`src/rtl/floor_ceiling_texel_mapper_macros.svh`:
```
`ifndef FLOOR_CEILING_TEXEL_MAPPER_MACROS_SVH
`define FLOOR_CEILING_TEXEL_MAPPER_MACROS_SVH

// same-cycle implication
`define FCTM_ASSERT_NOW(lbl, clk, rst, ante, cons, msg) \
  lbl: assert property (@(posedge clk) disable iff (rst) (ante) |-> (cons)) else $error(msg);

// next-cycle implication
`define FCTM_ASSERT_NEXT(lbl, clk, rst, ante, cons, msg) \
  lbl: assert property (@(posedge clk) disable iff (rst) (ante) |=> (cons)) else $error(msg);

`endif

```
`src/rtl/fctm_pkg.sv`:
```
`timescale 1ns / 1ps
package fctm_pkg;

  localparam int DISPLAY_COLS = 1024;
  localparam int TEX_SIZE     = 256;

  localparam int ROW_W  = 10;
  localparam int COL_W  = 10;
  localparam int TEX_W  = 8;
  localparam int DIST_W = 32;

  // screen width is a power of two, so the column divide is a shift
  localparam int SW_LOG2   = $clog2(DISPLAY_COLS);
  localparam int OFF_SHIFT = SW_LOG2 + 14;

  localparam int DN_W    = 29;
  localparam int PROD_W  = 62;
  localparam int OFF_W   = PROD_W - OFF_SHIFT;
  localparam int WORLD_W = OFF_W + 1;

  localparam logic [PROD_W-1:0] OFF_BIAS = (PROD_W'(1) << OFF_SHIFT) - PROD_W'(1);

  localparam int DIV_STEPS  = 4;
  localparam int DIV_STAGES = DIST_W / DIV_STEPS;

  typedef enum logic [2:0] {
    REG_POS_X,
    REG_POS_Y,
    REG_EYE_SCALE,
    REG_HORIZON_ROW,
    REG_LEFT_DIR_X,
    REG_LEFT_DIR_Y,
    REG_SPAN_X,
    REG_SPAN_Y
  } reg_idx_t;

  typedef struct packed {
    logic signed [31:0] pos_x;
    logic signed [31:0] pos_y;
    logic [31:0]        eye_scale;
    logic [9:0]         horizon_row;
    logic signed [15:0] left_dir_x;
    logic signed [15:0] left_dir_y;
    logic signed [16:0] span_x;
    logic signed [16:0] span_y;
  } cfg_t;

  localparam cfg_t CFG_RESET = '{
    pos_x:       32'sd0,
    pos_y:       32'sd0,
    eye_scale:   32'd65536,
    horizon_row: 10'd512,
    left_dir_x:  16'sd16384,
    left_dir_y:  16'sd0,
    span_x:      17'sd0,
    span_y:      17'sd0
  };

  typedef struct packed {
    logic [ROW_W-1:0]       row;
    logic [COL_W-1:0]       col;
    logic                   ceiling;
    logic                   at_h;
    logic signed [DN_W-1:0] dnx;
    logic signed [DN_W-1:0] dny;
  } pix_t;

  // fraction of |w| scaled to the texture, with the wrap at TEX_SIZE - 1
  function automatic logic [TEX_W-1:0] texel_of(input logic [WORLD_W-1:0] w);
    logic [15:0] mag;
    logic [31:0] scaled;
    logic [15:0] t;
    mag    = w[WORLD_W-1] ? 16'(-w[15:0]) : w[15:0];
    scaled = 32'(mag) * 32'(TEX_SIZE);
    t      = scaled[31:16];
    if (t == 16'(TEX_SIZE - 1)) begin
      t = 16'd0;
    end
    return TEX_W'(t);
  endfunction

endpackage

```
`src/rtl/fctm_div.sv`:
```
`timescale 1ns / 1ps
module fctm_div (
  input  logic                          clk,
  input  logic                          rst,
  input  logic                          en,
  input  logic                          in_v,
  input  fctm_pkg::pix_t                in_pix,
  input  logic [fctm_pkg::ROW_W-1:0]    ad,
  input  logic [fctm_pkg::DIST_W-1:0]   eye_scale,
  output logic                          out_v,
  output fctm_pkg::pix_t                out_pix,
  output logic [fctm_pkg::DIST_W-1:0]   ray_len
);

  localparam int N = fctm_pkg::DIV_STAGES;

  logic                          sv   [N+1];
  fctm_pkg::pix_t                spix [N+1];
  logic [fctm_pkg::ROW_W-1:0]    sad  [N+1];
  logic [fctm_pkg::ROW_W-1:0]    srem [N+1];
  logic [fctm_pkg::DIST_W-1:0]   snum [N+1];

  assign sv[0]   = in_v;
  assign spix[0] = in_pix;
  assign sad[0]  = ad;
  assign srem[0] = '0;
  assign snum[0] = eye_scale;

  // restoring division, DIV_STEPS quotient bits per stage; quotient shifts in
  // at the bottom of snum as dividend bits leave the top
  for (genvar g = 0; g < N; g++) begin : g_stage
    logic [fctm_pkg::ROW_W-1:0]  rem_next;
    logic [fctm_pkg::DIST_W-1:0] num_next;

    always_comb begin
      logic [fctm_pkg::ROW_W:0] r;
      logic                     q;
      rem_next = srem[g];
      num_next = snum[g];
      for (int k = 0; k < fctm_pkg::DIV_STEPS; k++) begin
        r = {rem_next, num_next[fctm_pkg::DIST_W-1]};
        q = (r >= {1'b0, sad[g]});
        if (q) begin
          r = r - {1'b0, sad[g]};
        end
        rem_next = r[fctm_pkg::ROW_W-1:0];
        num_next = {num_next[fctm_pkg::DIST_W-2:0], q};
      end
    end

    always_ff @(posedge clk) begin
      if (rst) begin
        sv[g+1] <= 1'b0;
      end else if (en) begin
        sv[g+1] <= sv[g];
      end
      if (en) begin
        spix[g+1] <= spix[g];
        sad[g+1]  <= sad[g];
        srem[g+1] <= rem_next;
        snum[g+1] <= num_next;
      end
    end
  end

  assign out_v   = sv[N];
  assign out_pix = spix[N];
  assign ray_len = snum[N];

endmodule

```
`config.mk`:
```
export PLATFORM = sky130hd
export DESIGN_NAME = fctm_div
export DESIGN_NICKNAME = d
export VERILOG_FILES = /design/src/rtl/floor_ceiling_texel_mapper_macros.svh /design/src/rtl/fctm_pkg.sv /design/src/rtl/fctm_div.sv
export SDC_FILE = /design/constraint.sdc
export NUM_CORES = 1
export LEC_CHECK = 0
export BUFFER_PORTS_ARGS = -buffer_cell sky130_fd_sc_hd__buf_2
export CAP_MARGIN = 10
export CORE_UTILIZATION = 55
export DETAILED_ROUTE_END_ITERATION = 16
export PLACE_DENSITY = 0.82
export SLEW_MARGIN = 20
export SYNTH_ARGS = -nofsm -noshare
export SYNTH_HDL_FRONTEND = slang
export SYNTH_SLANG_ARGS = --single-unit
```
`constraint.sdc`:
```
create_clock -name clk -period 21.3 [get_ports clk]
set_input_delay 2.13 -clock clk [delete_from_list [all_inputs] [get_ports clk]]
set_output_delay 2.13 -clock clk [all_outputs]
set_load 0.01 [all_outputs]
```
==> results of run 1 <==
[sequential cells by signal, summed over array words and instances, names as in the netlist]
register / flops
sad: 70
out_v: 1
sv: 7
spix: 560
ray_len: 32
srem: 70
snum: 28
g_stage.num_next: 196
out_pix: 80
[stage by stage]
stage | cells | hold slack [ns] | setup WS (ns) | area, sq um | util [%]
finish | 4869 | 0.390 | 10.43 | 54100 | 61.9
floorplan | 3416 | 0.400 | 11.51 | 48800 | -
global route | 4869 | 0.392 | 9.61 | 54100 | 61.9
global placement | 4681 | 0.400 | 10.28 | 50600 | 58.0
CTS | 4868 | 0.388 | 10.27 | 54000 | 61.9
detailed placement | 4681 | 0.405 | 10.06 | 50600 | 58.0
[area by class of cell]
class / instances / share of cell area (%)
flip-flops and latches: 1044 / 57.9
multi-input cells: 2009 / 29.1
clock buffers: 119 / 4.94
well taps: 1155 / 2.67
repair buffers: 258 / 2.55
inverters: 216 / 1.50
clock inverters: 68 / 1.36
[path summary, 6_finish.rpt]
check                         startpoint                      end  cells after the start
setup reg to reg                 sad[21]                 srem[19]                     41
setup / recovery                 sad[21]                 srem[19]                     41
hold reg to reg   g_stage[4].num_next[9]  g_stage[5].num_next[13]                      0
hold / removal    g_stage[4].num_next[9]  g_stage[5].num_next[13]                      0
[worst reg2reg max path: cells and delay by family, from the launching register on]
family / cells / cell delay (ns)
flops: 1 / 0.50
buf+inv: 5 / 0.68
fa+ha+maj: 4 / 1.14
mux: 4 / 1.46
simple gates: 5 / 0.71
compound gates: 23 / 6.14
[cell usage after synthesis, types with 13 or more instances]
cell type,count
o31ai_1,19
inv_1,212
o21bai_1,15
a21oi_1,176
nand4_1,53
fa_1,30
mux2i_1,43
ha_1,312
nand3_1,37
clkbuf_1,23
a221oi_1,16
a21boi_0,13
nor2b_1,68
a211oi_1,14
buf_4,112
o21a_1,48
nor2_1,192
nand2b_1,43
nand2_1,116
xnor2_1,143
o21ai_0,140
o31a_1,15
a21o_1,84
mux2_2,149
a31oi_1,23
nor3_1,45
edfxtp_1,1036
xor2_1,57
[logic make-up after synthesis]
family,Yosys count
compound gates,646
simple gates,621
buf+inv,363
mux,200
fa+ha+maj,342
flops,1044
xor+xnor,200
[metal layers]
layer,global-route usage (%),vias up
met5,0,-
met4,6.79,0
li1,-,13200
met1,24.6,13000
met2,32.2,669
met3,3.67,174
==> reports/qor.yml, run 1 <==
detailed_routing:
  wl_met2_mm: 42.1
  drt-pass1-iter-count: 5
  drtAntennaViolNets: 0
  route.vias.total: 27000
  wl_mm: 86.0
  first_iter_violations: 1997
  drc: 0
  post_drt_wl_per_cell_microns: 17.7
  routed.top_layer: "met4"
  wl_met1_mm: 37.2
  route.met3.wl_mm: 4.30
  viasPerCell: 5.55
cts:
  cts_tree: "yes"
  cts_root_buffer: "clkbuf_16"
  cts_resized: 0
  hold_buffers: 0
  numClockSinks: 1044
  cts_max_path_buffers: 3
  cts-buffers-inserted: 103
  cts-htree-levels: 3
  clk_latency_ns: 0.70
  cts_setup_buffers: 0
  clkTransAtPathRegs_ns: 0.06
synth:
  synth_seq_cells: 1044
  yosys.area.top_type: "edfxtp_1"
  synth_top_family_by_area: "adder cells"
  ys.flop_type: "edfxtp_1"
  ys_types: 88
  syn_nets: 3884
  yosys.area_share.simple_pct: 6.28
  synth_top_area_share_pct: 63.7
  synth_fa_ha_area_share_pct: 9.23
  avgSynthCellArea_sq_um: 14.3
  async_flop_share_pct: 0
  synth_area_sq_mm: 0.0488
  yosysWarnings: 0
  netlist_top_cells_area: "edfxtp_1 64%, ha_1 8.0%, mux2_2 3.4%, xnor2_1 2.6%, a21oi_1 1.8%"
  synth-xor-area-share_pct: 3.59
  synthMuxAreaShare_pct: 4.56
  ys_seq_area_share_pct: 64.1
  synth-edff-count: 1036
  syn_inst: 3416
  synth_compound_area_share_pct: 8.58
sta:
  drv_slew: 0
  finalSetupViolCount: 0
  slew-limit-headroom_pct: 26.5
  min_period_ns: 10.87
  fin_worst_skew_ns: 0.0366
  rsz0062_at_grt: "no"
  post-route-period-util_pct: 51.0
  finalHoldViolCount: 0
  tns_ns: 0
  worst_slew_pin_slew_ns: 1.10
  fmax_ghz: 0.0920
setup_path:
  path_buf_inv: 5
  worst-setup-path-type: "register to register"
  cp_data_required_time_ns: 21.73
  slowest_delay_ns: 0.75
  crit_slowest_cell: "o21ai_1"
  critPathMaxFanout: 13
  r2r_slack_ns: 10.43
  critical_path_arrival_ns: 11.30
  start_kind: "register"
  crit_family: "compound AO/OA/AOI/OAI gates"
  critPathMostFrequentCell: "o21ai_0"
  end_kind: "register"
grt:
  grt-ovfl-total: 0
  grt_max_degree: 198
  grt_pass1_vias: 26700
  grtUsageTotal_pct: 19.1
  grt_pass1_wl_mm: 137
  antenna_found_initial: 0
final_layout:
  multi_input_area_sq_mm: 0.0157
  final_common_cell: "edfxtp_1"
  fin_nets: 4100
  regArea_sq_mm: 0.0313
  fillers: 6578
  n_antenna_cell: 0
  layout-drive-gt1-share_pct: 16.2
  final_cell_mix: "1036 x edfxtp_1, 312 x ha_1, 237 x buf_2, 212 x inv_1, 192 x nor2_1"
  syn2layout_area_growth_pct: 10.7
worst_hold_path:
  hold_path.class: "register to register"
floorplanning:
  num_io_pins: 239
  core_sq_mm: 0.0873
  die_w_microns: 300
  dieArea_sq_mm: 0.0899
  start_util_pct: 55.9
  row_count: 108
  chipHeight_microns: 300
placed_design:
  gp_congestion: 0.940
  place_hpwl_mm: 60.0
  port_buffers: 238
run_status:
  status: "complete, no violations"
run:
  max-cap-violations: 0
Power of run 1 is left out: the tool's default activity adds up to more than one toggle a clock period on the data nets, which glitch-free logic cannot reach.
==> run 2, diff against run 1 <==
ABC_AREA = 1   (was unset)
PLACE_DENSITY = 0.84   (was 0.82)
clock period = 9.7 ns   (was 21.3 ns; I/O delays follow)
==> run 2 against run 1 <==
Against the previous run: flip-flop and latch count stayed put; die area grew 3.7%; count of clock-buffer cells in the layout grew 8; hold slack hardly changed; critical endpoint is now srem[61]; synthesized cell count is 27% higher; critical path type unchanged.
==> reports/qor.yml, run 2 <==
synth:
  ys.flop_type: "edfxtp_1"  # unchanged
  synth_area_sq_mm: 0.0507  # was 0.0488 sq mm
  ys_types: 61  # was 88
  avgSynthCellArea_sq_um: 11.7  # was 14.3 sq um
  syn_inst: 4346  # was 3416
  post-synth-top-count-cell: "edfxtp_1"  # unchanged
  synth_common_cells: "1036 x edfxtp_1, 973 x nand2_1, 451 x inv_1"  # was 1036 x edfxtp_1, 312 x ha_1, 212 x inv_1
  syn_nets: 4814  # was 3884
  ys_seq_area_share_pct: 61.7  # was 64.1%
  synth-edff-count: 1036  # unchanged
  synth_top_area_share_pct: 61.4  # was 63.7%
  async_flop_share_pct: 0  # unchanged
  synth_seq_cells: 1044  # unchanged
  netlist_top_cells_area: "edfxtp_1 61%, ha_1 7.7%, nand2_1 7.2%, inv_1 3.3%, nand3_1 2.6%"  # was edfxtp_1 64%, ha_1 8.0%, mux2_2 3.4%, xnor2_1 2.6%, a21oi_1 1.8%
  yosys.area.top_type: "edfxtp_1"  # unchanged
  yosysWarnings: 0  # unchanged
grt:
  grt-ovfl-total: 0  # unchanged
  grtUsageTotal_pct: 20.8  # was 19.1%
  grt_pass1_vias: 30300  # was 26700
  antenna_found_initial: 3  # was 0
  grt_pass1_wl_mm: 156  # was 137 mm
  grt_max_degree: 180  # was 198
setup_path:
  critPathMaxFanout: 15  # was 13
  path_buf_inv: 4  # was 5
  crit_slowest_cell: "o21ai_0"  # was o21ai_1
  cp_data_required_time_ns: 10.10  # was 21.73 ns
  r2r_slack_ns: 1.08  # was 10.43 ns
  ff2ff_path_depth: 43  # was 41
  worstReg2RegStart: "sad[71]"  # was sad[21]
  slowest_delay_ns: 0.72  # was 0.75 ns
  critical_path_arrival_ns: 9.03  # was 11.30 ns
  critPathMostFrequentCell: "nand2_1"  # was o21ai_0
  crit_family: "simple AND/OR/NAND/NOR gates"  # was compound AO/OA/AOI/OAI gates
  rr_endpoint: "srem[61]"  # was srem[19]
  end_kind: "register"  # unchanged
  start_kind: "register"  # unchanged
  worst-setup-path-type: "register to register"  # unchanged
final_layout:
  fin_nets: 4999  # was 4100
  syn2layout_area_growth_pct: 9.76  # was 10.7%
  final_cell_mix: "1036 x edfxtp_1, 973 x nand2_1, 451 x inv_1, 312 x ha_1, 261 x nand3_1"  # was 1036 x edfxtp_1, 312 x ha_1, 237 x buf_2, 212 x inv_1, 192 x nor2_1
  final_util_pct: 61.4  # was 61.9%
  layout-drive-gt1-share_pct: 11.2  # was 16.2%
  final_common_cell: "edfxtp_1"  # unchanged
  regMostFlops: "spix"  # unchanged
  largest_register_ffs: 560  # unchanged
  fin_area_sq_mm: 0.0556  # was 0.0541 sq mm
run:
  max-cap-violations: 0  # unchanged
cts:
  cts_tree: "yes"  # unchanged
  cts_max_path_buffers: 3  # unchanged
  clk_latency_ns: 0.69  # was 0.70 ns
  hold_buffers: 0  # unchanged
  cts_resized: 0  # unchanged
  cts-htree-levels: 3  # unchanged
  cts_setup_buffers: 0  # unchanged
  numClockSinks: 1044  # unchanged
  clkTransAtPathRegs_ns: 0.06  # about the same
  cts-buffers-inserted: 102  # was 103
  cts_root_buffer: "clkbuf_16"  # unchanged
floorplanning:
  row_count: 110  # was 108
  dieArea_sq_mm: 0.0933  # was 0.0899 sq mm
  die_w_microns: 305  # was 300 microns
  start_util_pct: 55.9  # about the same
  chipHeight_microns: 305  # was 300 microns
  num_io_pins: 239  # unchanged
  core_sq_mm: 0.0906  # was 0.0873 sq mm
detailed_routing:
  first_iter_violations: 2642  # was 1997
  wl_mm: 97.2  # was 86.0 mm
  viasPerCell: 5.38  # was 5.55
  drtAntennaViolNets: 0  # unchanged
  route.vias.total: 31200  # was 27000
  drt-pass1-iter-count: 8  # was 5
  drc: 0  # unchanged
  post_drt_wl_per_cell_microns: 16.8  # was 17.7 microns
placed_design:
  placed_cell_area_sq_mm: 0.0522  # was 0.0506 sq mm
  place_hpwl_mm: 69.2  # was 60.0 mm
  port_buffers: 238  # unchanged
  gp_congestion: 0.936  # was 0.940
worst_hold_path:
  hp-start: "spix[623]"  # was g_stage[4].num_next[9]
  hold_path.class: "register to register"  # unchanged
  hold-path-endpoint: "spix[543]"  # was g_stage[5].num_next[13]
  hold_depth: 0  # unchanged
sta:
  slew-limit-headroom_pct: 33.3  # was 26.5%
  drv_slew: 0  # unchanged
  fmax_ghz: 0.116  # was 0.0920 GHz
  finalHoldViolCount: 0  # unchanged
  hold_ws_ns: 0.391  # was 0.390 ns
  post-route-period-util_pct: 88.9  # was 51.0%
  worst_slew_pin_slew_ns: 1.00  # was 1.10 ns
  tns_ns: 0  # unchanged
  fin_worst_skew_ns: 0.0337  # was 0.0366 ns
  rsz0062_at_grt: "no"  # unchanged
  min_period_ns: 8.62  # was 10.87 ns
  finalSetupViolCount: 0  # unchanged
run_status:
  status: "complete, no violations"  # unchanged
[run 2: changes by cell type after synthesis, sizes merged, moves of 76 or more]
cell   delta
xor2     +77
xnor2    -76
inv     +243
mux2    -155
nand2   +876
nand3   +249
[run 2: stage by stage]
step	instances	setup WS, ns
6_report	5792	1.08
5_1_grt	5792	0.359
4_1_cts	5790	0.783
3_5_place_dp	5602	0.870
3_3_place_gp	5602	0.988
2_1_floorplan	4346	2.93
[run 2: layout make-up]
cell class	count	area, sq um
repair buffers	249	1320
inverters	458	1720
clock buffers	127	2690
diodes	1	2.50
multi-input cells	2676	16400
fillers	6991	35000
flip-flops and latches	1044	31300
well taps	1176	1470
clock inverters	61	723
[run 2: worst max path at each step]
stage,from,to,slack (ns),depth (start not counted)
4_1_cts,sad[71],srem[61],0.78,42
6_report,sad[71],srem[61],1.08,43
3_5_place_dp,sad[71],srem[61],0.87,42
3_3_place_gp,sad[71],srem[60],0.99,43
2_1_floorplan,sad[51],srem[44],2.93,46
5_1_grt,sad[71],srem[61],0.36,43
[run 2: per-layer routing]
layer,GRT usage (%),wire (microns),vias to the layer above
met5,0,13,-
met4,6.94,2770,2
met3,3.99,6040,192
met2,34.7,46000,915
met1,27.5,42300,14600
li1,-,-,15500
[run 2: logic make-up (layout without fill, tap and decap cells)]
family,after synthesis,count (layout),synth area share [%]
AOI/OAI and AO/OA,458,458,5.16
xor gates and xnor gates,201,201,3.48
adders and majority gates,342,342,8.89
buffers and inverters,627,895,5.89
DFF,1044,1044,61.7
muxes,1,1,0.0222
other,0,1,0
and+or+nand+nor,1673,1674,14.8
[run 2: worst reg2reg max path: cells and delay by family (launching register included)]
family	cells	cell delay (ns)
fa+ha+maj	4	1.33
simple gates	25	3.06
compound gates	10	2.80
flops	1	0.60
buf+inv	4	0.54
Power of run 2 is left out for the same reason.
