[config.mk]
export PLATFORM = sky130hd
export DESIGN_NAME = fctm_front
export DESIGN_NICKNAME = d
export VERILOG_FILES = /design/src/rtl/floor_ceiling_texel_mapper_macros.svh /design/src/rtl/fctm_pkg.sv /design/src/rtl/fctm_front.sv
export SDC_FILE = /design/constraint.sdc
export NUM_CORES = 1
export LEC_CHECK = 0
export BUFFER_PORTS_ARGS = -buffer_cell sky130_fd_sc_hd__buf_2
export CAP_MARGIN = 5
export CORE_MARGIN = 2
export CORE_UTILIZATION = 54
export DETAILED_ROUTE_END_ITERATION = 8
export PLACE_DENSITY_LB_ADDON = 0.12
export SYNTH_ARGS = -nofsm -noshare
export SYNTH_HDL_FRONTEND = slang
export SYNTH_SLANG_ARGS = --single-unit
[constraint.sdc]
create_clock -name clk -period 5.85 [get_ports clk]
set_clock_uncertainty 0.1 [all_clocks]
set_input_delay 0.8775 -clock clk [delete_from_list [all_inputs] [get_ports clk]]
set_output_delay 0.8775 -clock clk [all_outputs]
set_load 0.02 [all_outputs]
[src/rtl/floor_ceiling_texel_mapper_macros.svh]
`ifndef FLOOR_CEILING_TEXEL_MAPPER_MACROS_SVH
`define FLOOR_CEILING_TEXEL_MAPPER_MACROS_SVH

// same-cycle implication
`define FCTM_ASSERT_NOW(lbl, clk, rst, ante, cons, msg) \
  lbl: assert property (@(posedge clk) disable iff (rst) (ante) |-> (cons)) else $error(msg);

// next-cycle implication
`define FCTM_ASSERT_NEXT(lbl, clk, rst, ante, cons, msg) \
  lbl: assert property (@(posedge clk) disable iff (rst) (ante) |=> (cons)) else $error(msg);

`endif

[src/rtl/fctm_pkg.sv]
`timescale 1ns / 1ps
package fctm_pkg;

  localparam int DISPLAY_COLS = 1024;
  localparam int TEX_SIZE     = 256;

  localparam int ROW_W  = 10;
  localparam int COL_W  = 10;
  localparam int TEX_W  = 8;
  localparam int DIST_W = 32;

  // screen width is a power of two, so the column divide is a shift
  localparam int SW_LOG2   = $clog2(DISPLAY_COLS);
  localparam int OFF_SHIFT = SW_LOG2 + 14;

  localparam int DN_W    = 29;
  localparam int PROD_W  = 62;
  localparam int OFF_W   = PROD_W - OFF_SHIFT;
  localparam int WORLD_W = OFF_W + 1;

  localparam logic [PROD_W-1:0] OFF_BIAS = (PROD_W'(1) << OFF_SHIFT) - PROD_W'(1);

  localparam int DIV_STEPS  = 4;
  localparam int DIV_STAGES = DIST_W / DIV_STEPS;

  typedef enum logic [2:0] {
    REG_POS_X,
    REG_POS_Y,
    REG_EYE_SCALE,
    REG_HORIZON_ROW,
    REG_LEFT_DIR_X,
    REG_LEFT_DIR_Y,
    REG_SPAN_X,
    REG_SPAN_Y
  } reg_idx_t;

  typedef struct packed {
    logic signed [31:0] pos_x;
    logic signed [31:0] pos_y;
    logic [31:0]        eye_scale;
    logic [9:0]         horizon_row;
    logic signed [15:0] left_dir_x;
    logic signed [15:0] left_dir_y;
    logic signed [16:0] span_x;
    logic signed [16:0] span_y;
  } cfg_t;

  localparam cfg_t CFG_RESET = '{
    pos_x:       32'sd0,
    pos_y:       32'sd0,
    eye_scale:   32'd65536,
    horizon_row: 10'd512,
    left_dir_x:  16'sd16384,
    left_dir_y:  16'sd0,
    span_x:      17'sd0,
    span_y:      17'sd0
  };

  typedef struct packed {
    logic [ROW_W-1:0]       row;
    logic [COL_W-1:0]       col;
    logic                   ceiling;
    logic                   at_h;
    logic signed [DN_W-1:0] dnx;
    logic signed [DN_W-1:0] dny;
  } pix_t;

  // fraction of |w| scaled to the texture, with the wrap at TEX_SIZE - 1
  function automatic logic [TEX_W-1:0] texel_of(input logic [WORLD_W-1:0] w);
    logic [15:0] mag;
    logic [31:0] scaled;
    logic [15:0] t;
    mag    = w[WORLD_W-1] ? 16'(-w[15:0]) : w[15:0];
    scaled = 32'(mag) * 32'(TEX_SIZE);
    t      = scaled[31:16];
    if (t == 16'(TEX_SIZE - 1)) begin
      t = 16'd0;
    end
    return TEX_W'(t);
  endfunction

endpackage

[src/rtl/fctm_front.sv]
`timescale 1ns / 1ps
module fctm_front (
  input  logic                          clk,
  input  logic                          rst,
  input  logic                          en,
  input  logic                          in_valid,
  input  logic [fctm_pkg::ROW_W-1:0]    pixel_row,
  input  logic [fctm_pkg::COL_W-1:0]    pixel_col,
  input  fctm_pkg::cfg_t                cfg,
  output logic                          v,
  output fctm_pkg::pix_t                pix,
  output logic [fctm_pkg::ROW_W-1:0]    ad
);

  logic signed [fctm_pkg::ROW_W:0]  d;
  logic [fctm_pkg::ROW_W-1:0]       ad_next;
  fctm_pkg::pix_t                   pix_next;

  always_comb begin
    d = $signed({1'b0, pixel_row}) - $signed({1'b0, cfg.horizon_row});
    ad_next = d[fctm_pkg::ROW_W] ? fctm_pkg::ROW_W'(-d) : d[fctm_pkg::ROW_W-1:0];
    pix_next.row     = pixel_row;
    pix_next.col     = pixel_col;
    pix_next.ceiling = d[fctm_pkg::ROW_W];
    pix_next.at_h    = (d == '0);
    // ray direction numerator: left_dir * width + col * span
    pix_next.dnx = (fctm_pkg::DN_W'(cfg.left_dir_x) <<< fctm_pkg::SW_LOG2)
                 + fctm_pkg::DN_W'($signed({1'b0, pixel_col})) * fctm_pkg::DN_W'(cfg.span_x);
    pix_next.dny = (fctm_pkg::DN_W'(cfg.left_dir_y) <<< fctm_pkg::SW_LOG2)
                 + fctm_pkg::DN_W'($signed({1'b0, pixel_col})) * fctm_pkg::DN_W'(cfg.span_y);
  end

  always_ff @(posedge clk) begin
    if (rst) begin
      v <= 1'b0;
    end else if (en) begin
      v <= in_valid;
    end
    if (en) begin
      pix <= pix_next;
      ad  <= ad_next;
    end
  end

endmodule

==> results of run 1 <==
worst max-delay path, delay by kind of cell:
kind	cells	cell delay [ns]
buffers and inverters	8	0.86
AOI/OAI and AO/OA	3	0.65
adders and majority gates	6	2.79
and+or+nand+nor	4	0.55
layer usage:
metal  global-route usage, %  part of all wire (%)
met1                    30.5                    42
met2                    43.8                    52
met3                    3.03                   4.2
met4                    6.19                   1.9
met5                       0                 0.042
worst max-delay path by stage:
stage,startpoint,to,slack [ns]
after global routing,pixel_col[4],pix[57]$_DFFE_PP_,-0.009
after floorplan,pixel_col[2],pix[25]$_DFFE_PP_,-0.003
final,pixel_col[6],pix[24]$_DFFE_PP_,0.14
after detailed placement,pixel_col[2],pix[22]$_DFFE_PP_,-0.41
after global placement,pixel_col[2],pix[57]$_DFFE_PP_,-0.34
after CTS,pixel_col[6],pix[25]$_DFFE_PP_,0.01
through the flow:
step                hold slack [ns]  cell area (sq um)  std cells  power, mW
finish                        0.390              21200       2676       14.8
global route                  0.454              21200       2674       16.5
CTS                           0.403              21100       2674       14.6
detailed placement            0.383              20800       2658       13.9
global placement              0.367              20800       2658       13.6
floorplan                     0.479              17700       1862       9.44
final cells by class:
type                    instances  area [sq um]  area share [%]
flip-flops and latches         91          2720            12.8
clock buffers                   9           225            1.06
clock inverters                 7          70.1           0.330
repair buffers                423          2850            13.4
inverters                     519          1950            9.17
diodes                          2          5.00          0.0236
multi-input cells            1183         12900            60.6
well taps                     442           553            2.60
state kept, by name, indices dropped and copies added, names as in the netlist:
signal / flops
ad: 10
v: 1
pix: 80
where the power goes:
part	internal, mW	switching [mW]	total [mW]
registers	1.45	0.0408	1.49
clock network	0.301	0.327	0.628
logic	6.38	6.31	12.7
total	8.13	6.68	14.8
cells by family after synthesis:
kind of cell	Yosys count	share of synthesized area, %
buffers and inverters	588	12.5
adder cells (fa/ha/maj)	498	50.0
AND/OR/NAND/NOR	455	12.6
AO/OA/AOI/OAI	164	6.14
flip-flops	91	15.4
XOR/XNOR	62	3.11
multiplexers	4	0.227
placed cells by master, fill, tap and decap left out, types with 31 or more instances in the layout:
cell / netlist / final
xnor2_1: 49 / 49
nor2_1: 32 / 32
fa_1: 347 / 344
a21oi_1: 44 / 34
nand2_1: 224 / 223
a21o_1: 31 / 31
buf_2: 1 / 183
and2_1: 139 / 139
buf_4: 0 / 227
edfxtp_1: 90 / 90
ha_1: 151 / 148
inv_1: 519 / 517
what timing repair did:
item | CTS | global route
gates cloned | 0 | 0
setup endpoints to repair | 1 | 21
pin swaps | 0 | 11
resized for setup | 1 | 36
==> impl_metrics.yaml, run 1 <==
synthesis:
  synth_top_cell_by_area: "fa_1"
  synth_seq_cells: 91
  netlist-cell-type-count: 64
  seq_area_frac_synth_pct: 15.4
  syn_avg_cell_area_sq_um: 9.49
  synth_area_leaders: "fa_1 39%, edfxtp_1 15%, inv_1 11%"
  synthArstFlopShare_pct: 0
  synth_commonest_cells: "519 x inv_1, 347 x fa_1, 224 x nand2_1"
  synthesis.nets: 2556
  synth_top_area_share_pct: 39.3
  synthFlopType: "edfxtp_1"
  synth_edf_count: 90
  synthesis.area_sq_mm: 0.0177
  syn_inst: 1862
  yosysWarnings: 0
  synth_most_common_cell: "inv_1"
sta:
  setup_violations: 0
  hold_viol_final: 0
  slew_headroom_pct: 49.3
  rsz0062_at_grt: "true"
  drv_slew: 0
  finalCritPeriodShare_pct: 97.5
  setup_ws_ns: 0.144
  tightest_slew_ns: 0.761
  fmax_mhz: 175
  tns_ns: 0
  min_period_ns: 5.71
route:
  drcViolationCount: 0
  ant_nets: 0
  routedWlPerCell_microns: 14.2
  initialDrtViolationCount: 494
  routed_wl_microns: 37900
  vias_per_cell: 4.95
  firstDrtPassIters: 6
  vias: 13200
min_path:
  hold_path.class: "reg -> reg"
  min_delay_path_depth: 2
  hold_path.startpoint: "v$_SDFFE_PP0P_"
  worst_hold_path.endpoint: "v$_SDFFE_PP0P_"
floorplanning:
  core_area_sq_mm: 0.0324
  fp-row-count: 66
  initial_core_util_pct: 54.6
  die_width_microns: 185
  fp.dieH_microns: 185
  ioPinCount: 287
  die-area_sq_mm: 0.0342
cts:
  cts_hold_buf: 0
  htree_levels: 3
  post_cts_buffers: 0
  path_clk_slew_ns: 0.09
  cts_buffers: 9
  cts_tree: "yes"
  cts_sinks: 91
  clockBufferDepth: 2
  cts_root_buf: "clkbuf_16"
  insertion_delay_ns: 0.37
worst_setup_path:
  cp_data_required_time_ns: 5.92
  critPathMaxFanout: 8
  start_kind: "input pin"
  crit-reg2reg-capture: "v$_SDFFE_PP0P_"
  critical_path_class: "in -> reg"
  crit_arrival_ns: 5.77
  worstPathCellList: "clkbuf_4 > buf_4 > and2_1 > fa_1 > inv_1 > fa_1 > inv_1 > fa_2 > fa_1 > inv_1 > fa_1 > inv_1 > ha_4 > and3_1 > and3_1 > buf_4 > nand2_1 > a21oi_2 > o21bai_1 > buf_4 > o311ai_0"
  cpPeakStageDelay_ns: 0.56
  ff2ff_path_depth: 2
  cp_slowest_cell: "fa_1"
  ff2ff_setup_slack_ns: 5.18
  end_kind: "flop"
  r2r_start: "v$_SDFFE_PP0P_"
global_routing:
  grt_pass1_wl_microns: 65000
  grt_max_degree: 49
  grt_usage_pct: 24.1
  grt_overflow: 0
  grt_pass1_vias: 14200
  grt_antenna_before_repair: 3
pwr:
  p_leak_nw: 11.2
  irDropWorstVdd_uv: 687
  powerDensity_mw_per_mm2: 697
layout:
  layout-drive-gt1-share_pct: 21.3
  finalCoreUtilization_pct: 65.6
  fin_nets: 2921
  fill_cells: 2797
  syn_to_final_growth_pct: 20.2
run:
  cap_violations: 0
placed_design:
  dp_hpwl_microns: 32400
  place.gp.congestion: 0.899
  dp_slack_ns: -0.411
  io_buffers: 190
run_status:
  outcome: "finished clean"
No activity file was read; power rests on OpenSTA's default activity.
==> run 2: changes to the inputs <==
==> constraint.sdc (replaced) <==
create_clock -name clk -period 4.8 [get_ports clk]
set_clock_uncertainty 0.1 [all_clocks]
set_input_delay 0.72 -clock clk [delete_from_list [all_inputs] [get_ports clk]]
set_output_delay 0.72 -clock clk [all_outputs]
set_load 0.02 [all_outputs]
==> impl_metrics.yaml, run 2 (synthesis results as in run 1) <==
run_status:
  outcome: "finished with violations"
  violations: "setup timing"
sta:
  min_period_ns: 5.33
  setup_ws_ns: -0.528
  drv_slew: 0
  rsz0062_at_grt: "true"
  tightest_slew_ns: 0.569
  fmax_mhz: 188
  finalCritPeriodShare_pct: 111
  hold_viol_final: 0
  slew_headroom_pct: 62.1
  setup_violations: 33
global_routing:
  grt_usage_pct: 25.7
  grt_pass1_vias: 14600
  grt_pass1_wl_microns: 68500
  grt_antenna_before_repair: 2
  grt_max_degree: 45
  grt_overflow: 0
worst_setup_path:
  critPathMaxFanout: 7
  startpoint: "pixel_col[7]"
  cp_slowest_cell: "fa_1"
  r2r_start: "v$_SDFFE_PP0P_"
  cp_data_required_time_ns: 4.82
  critical_path_class: "in -> reg"
  crit_top_cell: "fa_1"
  cpPeakStageDelay_ns: 0.52
  critPathTopFamily: "adder cells"
  end_kind: "flop"
  ff2ff_setup_slack_ns: 4.11
  start_kind: "input pin"
  worstPathCellList: "buf_8 > buf_12 > and2_1 > fa_1 > inv_2 > fa_1 > inv_1 > fa_2 > fa_1 > inv_1 > fa_1 > inv_2 > ha_4 > and3_4 > and3_4 > nand3_4 > a31oi_4 > a21oi_2 > nor3b_1 > or3_1"
  crit_buf_inv: 6
  crit_arrival_ns: 5.35
route:
  initialDrtViolationCount: 587
  routedWlPerCell_microns: 15.2
  firstDrtPassIters: 5
  routed_wl_microns: 41600
  ant_nets: 0
  vias_per_cell: 4.98
  vias: 13700
  drcViolationCount: 0
placed_design:
  io_buffers: 190
  placed_cell_area_sq_mm: 0.0214
  dp_hpwl_microns: 32900
  place.gp.congestion: 0.891
cts:
  cts_sinks: 91
  insertion_delay_ns: 0.37
  cts_buffers: 9
  clockBufferDepth: 2
  path_clk_slew_ns: 0.08
  htree_levels: 3
  cts_root_buf: "clkbuf_16"
  cts_tree: "yes"
layout:
  largest_reg_flops: 80
  multi_input_area_sq_mm: 0.0139
  reg_top3: "pix: 80 flops, ad: 10 flops, v: 1 flops"
  seqCellArea_sq_mm: 0.00272
  mostFrequentLayoutCells: "492 x inv_1, 318 x fa_1, 248 x buf_4"
  layout-drive-gt1-share_pct: 31.5
  mostFrequentLayoutCell: "inv_1"
  regMostFlops: "pix"
  syn_to_final_growth_pct: 31.5
  fin_nets: 2987
  fill_cells: 2508
  stdcell_area_sq_mm: 0.0232
floorplanning:
  die_width_microns: 185
  core_area_sq_mm: 0.0324
  fp-row-count: 66
  die-area_sq_mm: 0.0342
  ioPinCount: 287
  fp.dieH_microns: 185
  initial_core_util_pct: 54.6
min_path:
  hold_path.class: "in -> reg"
  hold_path.startpoint: "rst"
run:
  cap_violations: 0
[run 2: stage by stage]
| step | utilization (%) | hold WS, ns | setup WS (ns) | TNS (ns) | instances |
|---|---|---|---|---|---|
| finish | 71.8 | 0.397 | -0.528 | -10.34 | 2741 |
| global route | 71.8 | 0.402 | -0.632 | -14.26 | 2741 |
| CTS | 70.0 | 0.380 | -0.446 | -8.88 | 2725 |
| detailed placement | 66.2 | 0.400 | -1.19 | -33.26 | 2677 |
| global placement | 66.2 | 0.367 | -1.14 | -31.59 | 2677 |
| floorplan | - | 0.479 | -0.769 | -12.45 | 1862 |
[run 2: final cells by class]
cell class	count	area share, %
clock inverters	7	0.285
diodes	1	0.0108
well taps	442	2.38
multi-input cells	1183	59.8
repair buffers	489	16.4
clock buffers	9	0.969
flip-flops and latches	91	11.7
inverters	519	8.39
[run 2: what timing repair did]
action	4_1_cts	5_1_grt
hold buffers	0	0
setup buffers	26	16
endpoints found under the setup margin	36	37
cloned	7	2
pin swaps	86	81
gates resized for setup	149	112
[run 2: worst paths after layout]
check                           cells after the start                end
worst max-delay path                               20  pix[25]$_DFFE_PP_
worst min-delay path                                2     v$_SDFFE_PP0P_
worst max register to register                      2     v$_SDFFE_PP0P_
worst min register to register                      2     v$_SDFFE_PP0P_
[run 2: layer usage]
metal  vias to the layer above  wire (microns)  part of all wire [%]  track usage, %
li1                       6439               -                     -               -
met1                      6877           16600                    40            31.8
met2                       293           22300                    54            47.5
met3                        48            1910                   4.6            3.09
met4                         2             811                   1.9            6.83
met5                         -              13                 0.031               0
Power of run 2 is left out: the tool's default activity adds up to more than one toggle a clock period on the data nets, which glitch-free logic cannot reach.
==> run 3: changes to the inputs <==
--- a/config.mk
+++ b/config.mk
@@ -5,12 +5,13 @@
 export SDC_FILE = /design/constraint.sdc
 export NUM_CORES = 1
 export LEC_CHECK = 0
+export ABC_AREA = 0
 export BUFFER_PORTS_ARGS = -buffer_cell sky130_fd_sc_hd__buf_2
 export CAP_MARGIN = 5
 export CORE_MARGIN = 2
 export CORE_UTILIZATION = 54
 export DETAILED_ROUTE_END_ITERATION = 8
-export PLACE_DENSITY_LB_ADDON = 0.12
+export PLACE_DENSITY = 0.89
 export SYNTH_ARGS = -nofsm -noshare
 export SYNTH_HDL_FRONTEND = slang
 export SYNTH_SLANG_ARGS = --single-unit
==> impl_metrics.yaml, run 3 (synthesis results as in run 1) <==
run:
  cap_violations: 0
sta:
  setup_violations: 33
  hold_viol_final: 0
  setup_ws_ns: -0.509
  fmax_mhz: 188
  min_period_ns: 5.31
  drv_slew: 0
  tns_ns: -11.05
  slew_headroom_pct: 38.6
  finalCritPeriodShare_pct: 111
  rsz0062_at_grt: "true"
  tightest_slew_ns: 0.921
floorplanning:
  fp.dieH_microns: 185
  die_width_microns: 185
  initial_core_util_pct: 54.6
  fp-row-count: 66
  ioPinCount: 287
  core_area_sq_mm: 0.0324
  die-area_sq_mm: 0.0342
worst_setup_path:
  critical_path_class: "in -> reg"
  ff2ff_path_depth: 2
  worstPathCellList: "buf_12 > buf_12 > nand2_2 > inv_1 > fa_1 > inv_1 > buf_4 > fa_2 > inv_1 > fa_2 > fa_1 > inv_1 > fa_1 > inv_1 > ha_1 > a21o_1 > a21o_1 > or3_1 > a31oi_1 > a31oi_2 > xnor2_1"
  crit_top_cell: "inv_1"
  crit_buf_inv: 8
  crit-reg2reg-capture: "v$_SDFFE_PP0P_"
  crit_arrival_ns: 5.34
  end_kind: "flop"
  cp_data_required_time_ns: 4.83
  critPathMaxFanout: 5
  ff2ff_setup_slack_ns: 4.12
  critPathTopFamily: "adder cells"
  cp_slowest_cell: "fa_1"
  r2r_start: "v$_SDFFE_PP0P_"
  start_kind: "input pin"
  cpPeakStageDelay_ns: 0.55
layout:
  fill_cells: 2294
  regMostFlops: "pix"
  mostFrequentLayoutCell: "inv_1"
  mostFrequentLayoutCells: "483 x inv_1, 305 x fa_1, 247 x buf_4"
  reg_top3: "pix: 80 flops, ad: 10 flops, v: 1 flops"
  seqCellArea_sq_mm: 0.00272
  largest_reg_flops: 80
  multi_input_area_sq_mm: 0.0139
  fin_nets: 2963
  stdcell_area_sq_mm: 0.0228
  syn_to_final_growth_pct: 29.2
  stdcell_count: 2718
  layout-drive-gt1-share_pct: 31.5
placed_design:
  dp_hpwl_microns: 35700
  place.gp.congestion: 0.931
  numPlacedInstances: 2677
  io_buffers: 190
  placed_cell_area_sq_mm: 0.0213
min_path:
  worst_hold_path.endpoint: "v$_SDFFE_PP0P_"
  hold_path.startpoint: "rst"
  hold_path.class: "in -> reg"
  min_delay_path_depth: 2
cts:
  htree_levels: 3
  cts_hold_buf: 0
  insertion_delay_ns: 0.37
  cts_root_buf: "clkbuf_16"
  path_clk_slew_ns: 0.07
  clockBufferDepth: 2
  cts_tree: "yes"
  cts_buffers: 9
  cts_sinks: 91
route:
  wl_met3_microns: 2790
  m1WireLength_microns: 16200
  ant_nets: 0
  wl_met2_microns: 24300
  initialDrtViolationCount: 594
  firstDrtPassIters: 5
  vias: 14200
  highest_layer: "met5"
  vias_per_cell: 5.22
  routed_wl_microns: 44900
  routedWlPerCell_microns: 16.5
  drcViolationCount: 0
run_status:
  outcome: "finished with violations"
  violations: "setup timing"
global_routing:
  grt_pass1_wl_microns: 72900
  grt_pass1_vias: 16000
  grt_max_degree: 68
  grt_overflow: 0
  grt_antenna_before_repair: 7
  grt_usage_pct: 27.4
[run 3: worst max-delay path by stage]
stage                             from           endpoint  slack, ns  cells past startpoint
final                     pixel_col[5]  pix[28]$_DFFE_PP_      -0.51                     21
after global routing      pixel_col[5]  pix[28]$_DFFE_PP_      -0.67                     21
after CTS                 pixel_col[5]  pix[25]$_DFFE_PP_      -0.52                     21
after detailed placement  pixel_col[4]  pix[57]$_DFFE_PP_      -1.22                     19
after global placement    pixel_col[6]  pix[28]$_DFFE_PP_      -1.06                     18
after floorplan           pixel_col[2]  pix[28]$_DFFE_PP_      -0.77                     21
[run 3: area by class of cell]
type                    instances  share of cell area, %
diodes                          3                 0.0329
clock buffers                   9                  0.986
clock inverters                 6                  0.290
inverters                     519                   8.53
multi-input cells            1183                   60.7
flip-flops and latches         91                   11.9
well taps                     442                   2.42
repair buffers                465                   15.1
[run 3: worst reg2reg max path: stages (launching register included)]
cell,delay (ns)
dfxtp_1,0.31
mux2i_1,0.12
nor2_1,0.05
[run 3: repair_timing]
| action | CTS | global route |
|---|---|---|
| resized for setup | 117 | 140 |
| endpoints found under the setup margin | 39 | 38 |
| buffers inserted | 10 | 10 |
| pin swaps | 55 | 101 |
| gates cloned | 3 | 0 |
[run 3: through the flow]
stage,setup WS [ns],hold slack (ns),util (%)
floorplan,-0.769,0.479,-
global placement,-1.06,0.368,65.9
detailed placement,-1.22,0.389,65.9
CTS,-0.519,0.370,68.6
global route,-0.674,0.392,70.5
finish,-0.509,0.394,70.6
[run 3: per-layer routing]
metal,track usage [%],up-vias
li1,-,6375
met1,30.6,7190
met2,51.0,484
met3,5.23,118
met4,11.7,8
met5,0,-
Power of run 3 is left out for the same reason.
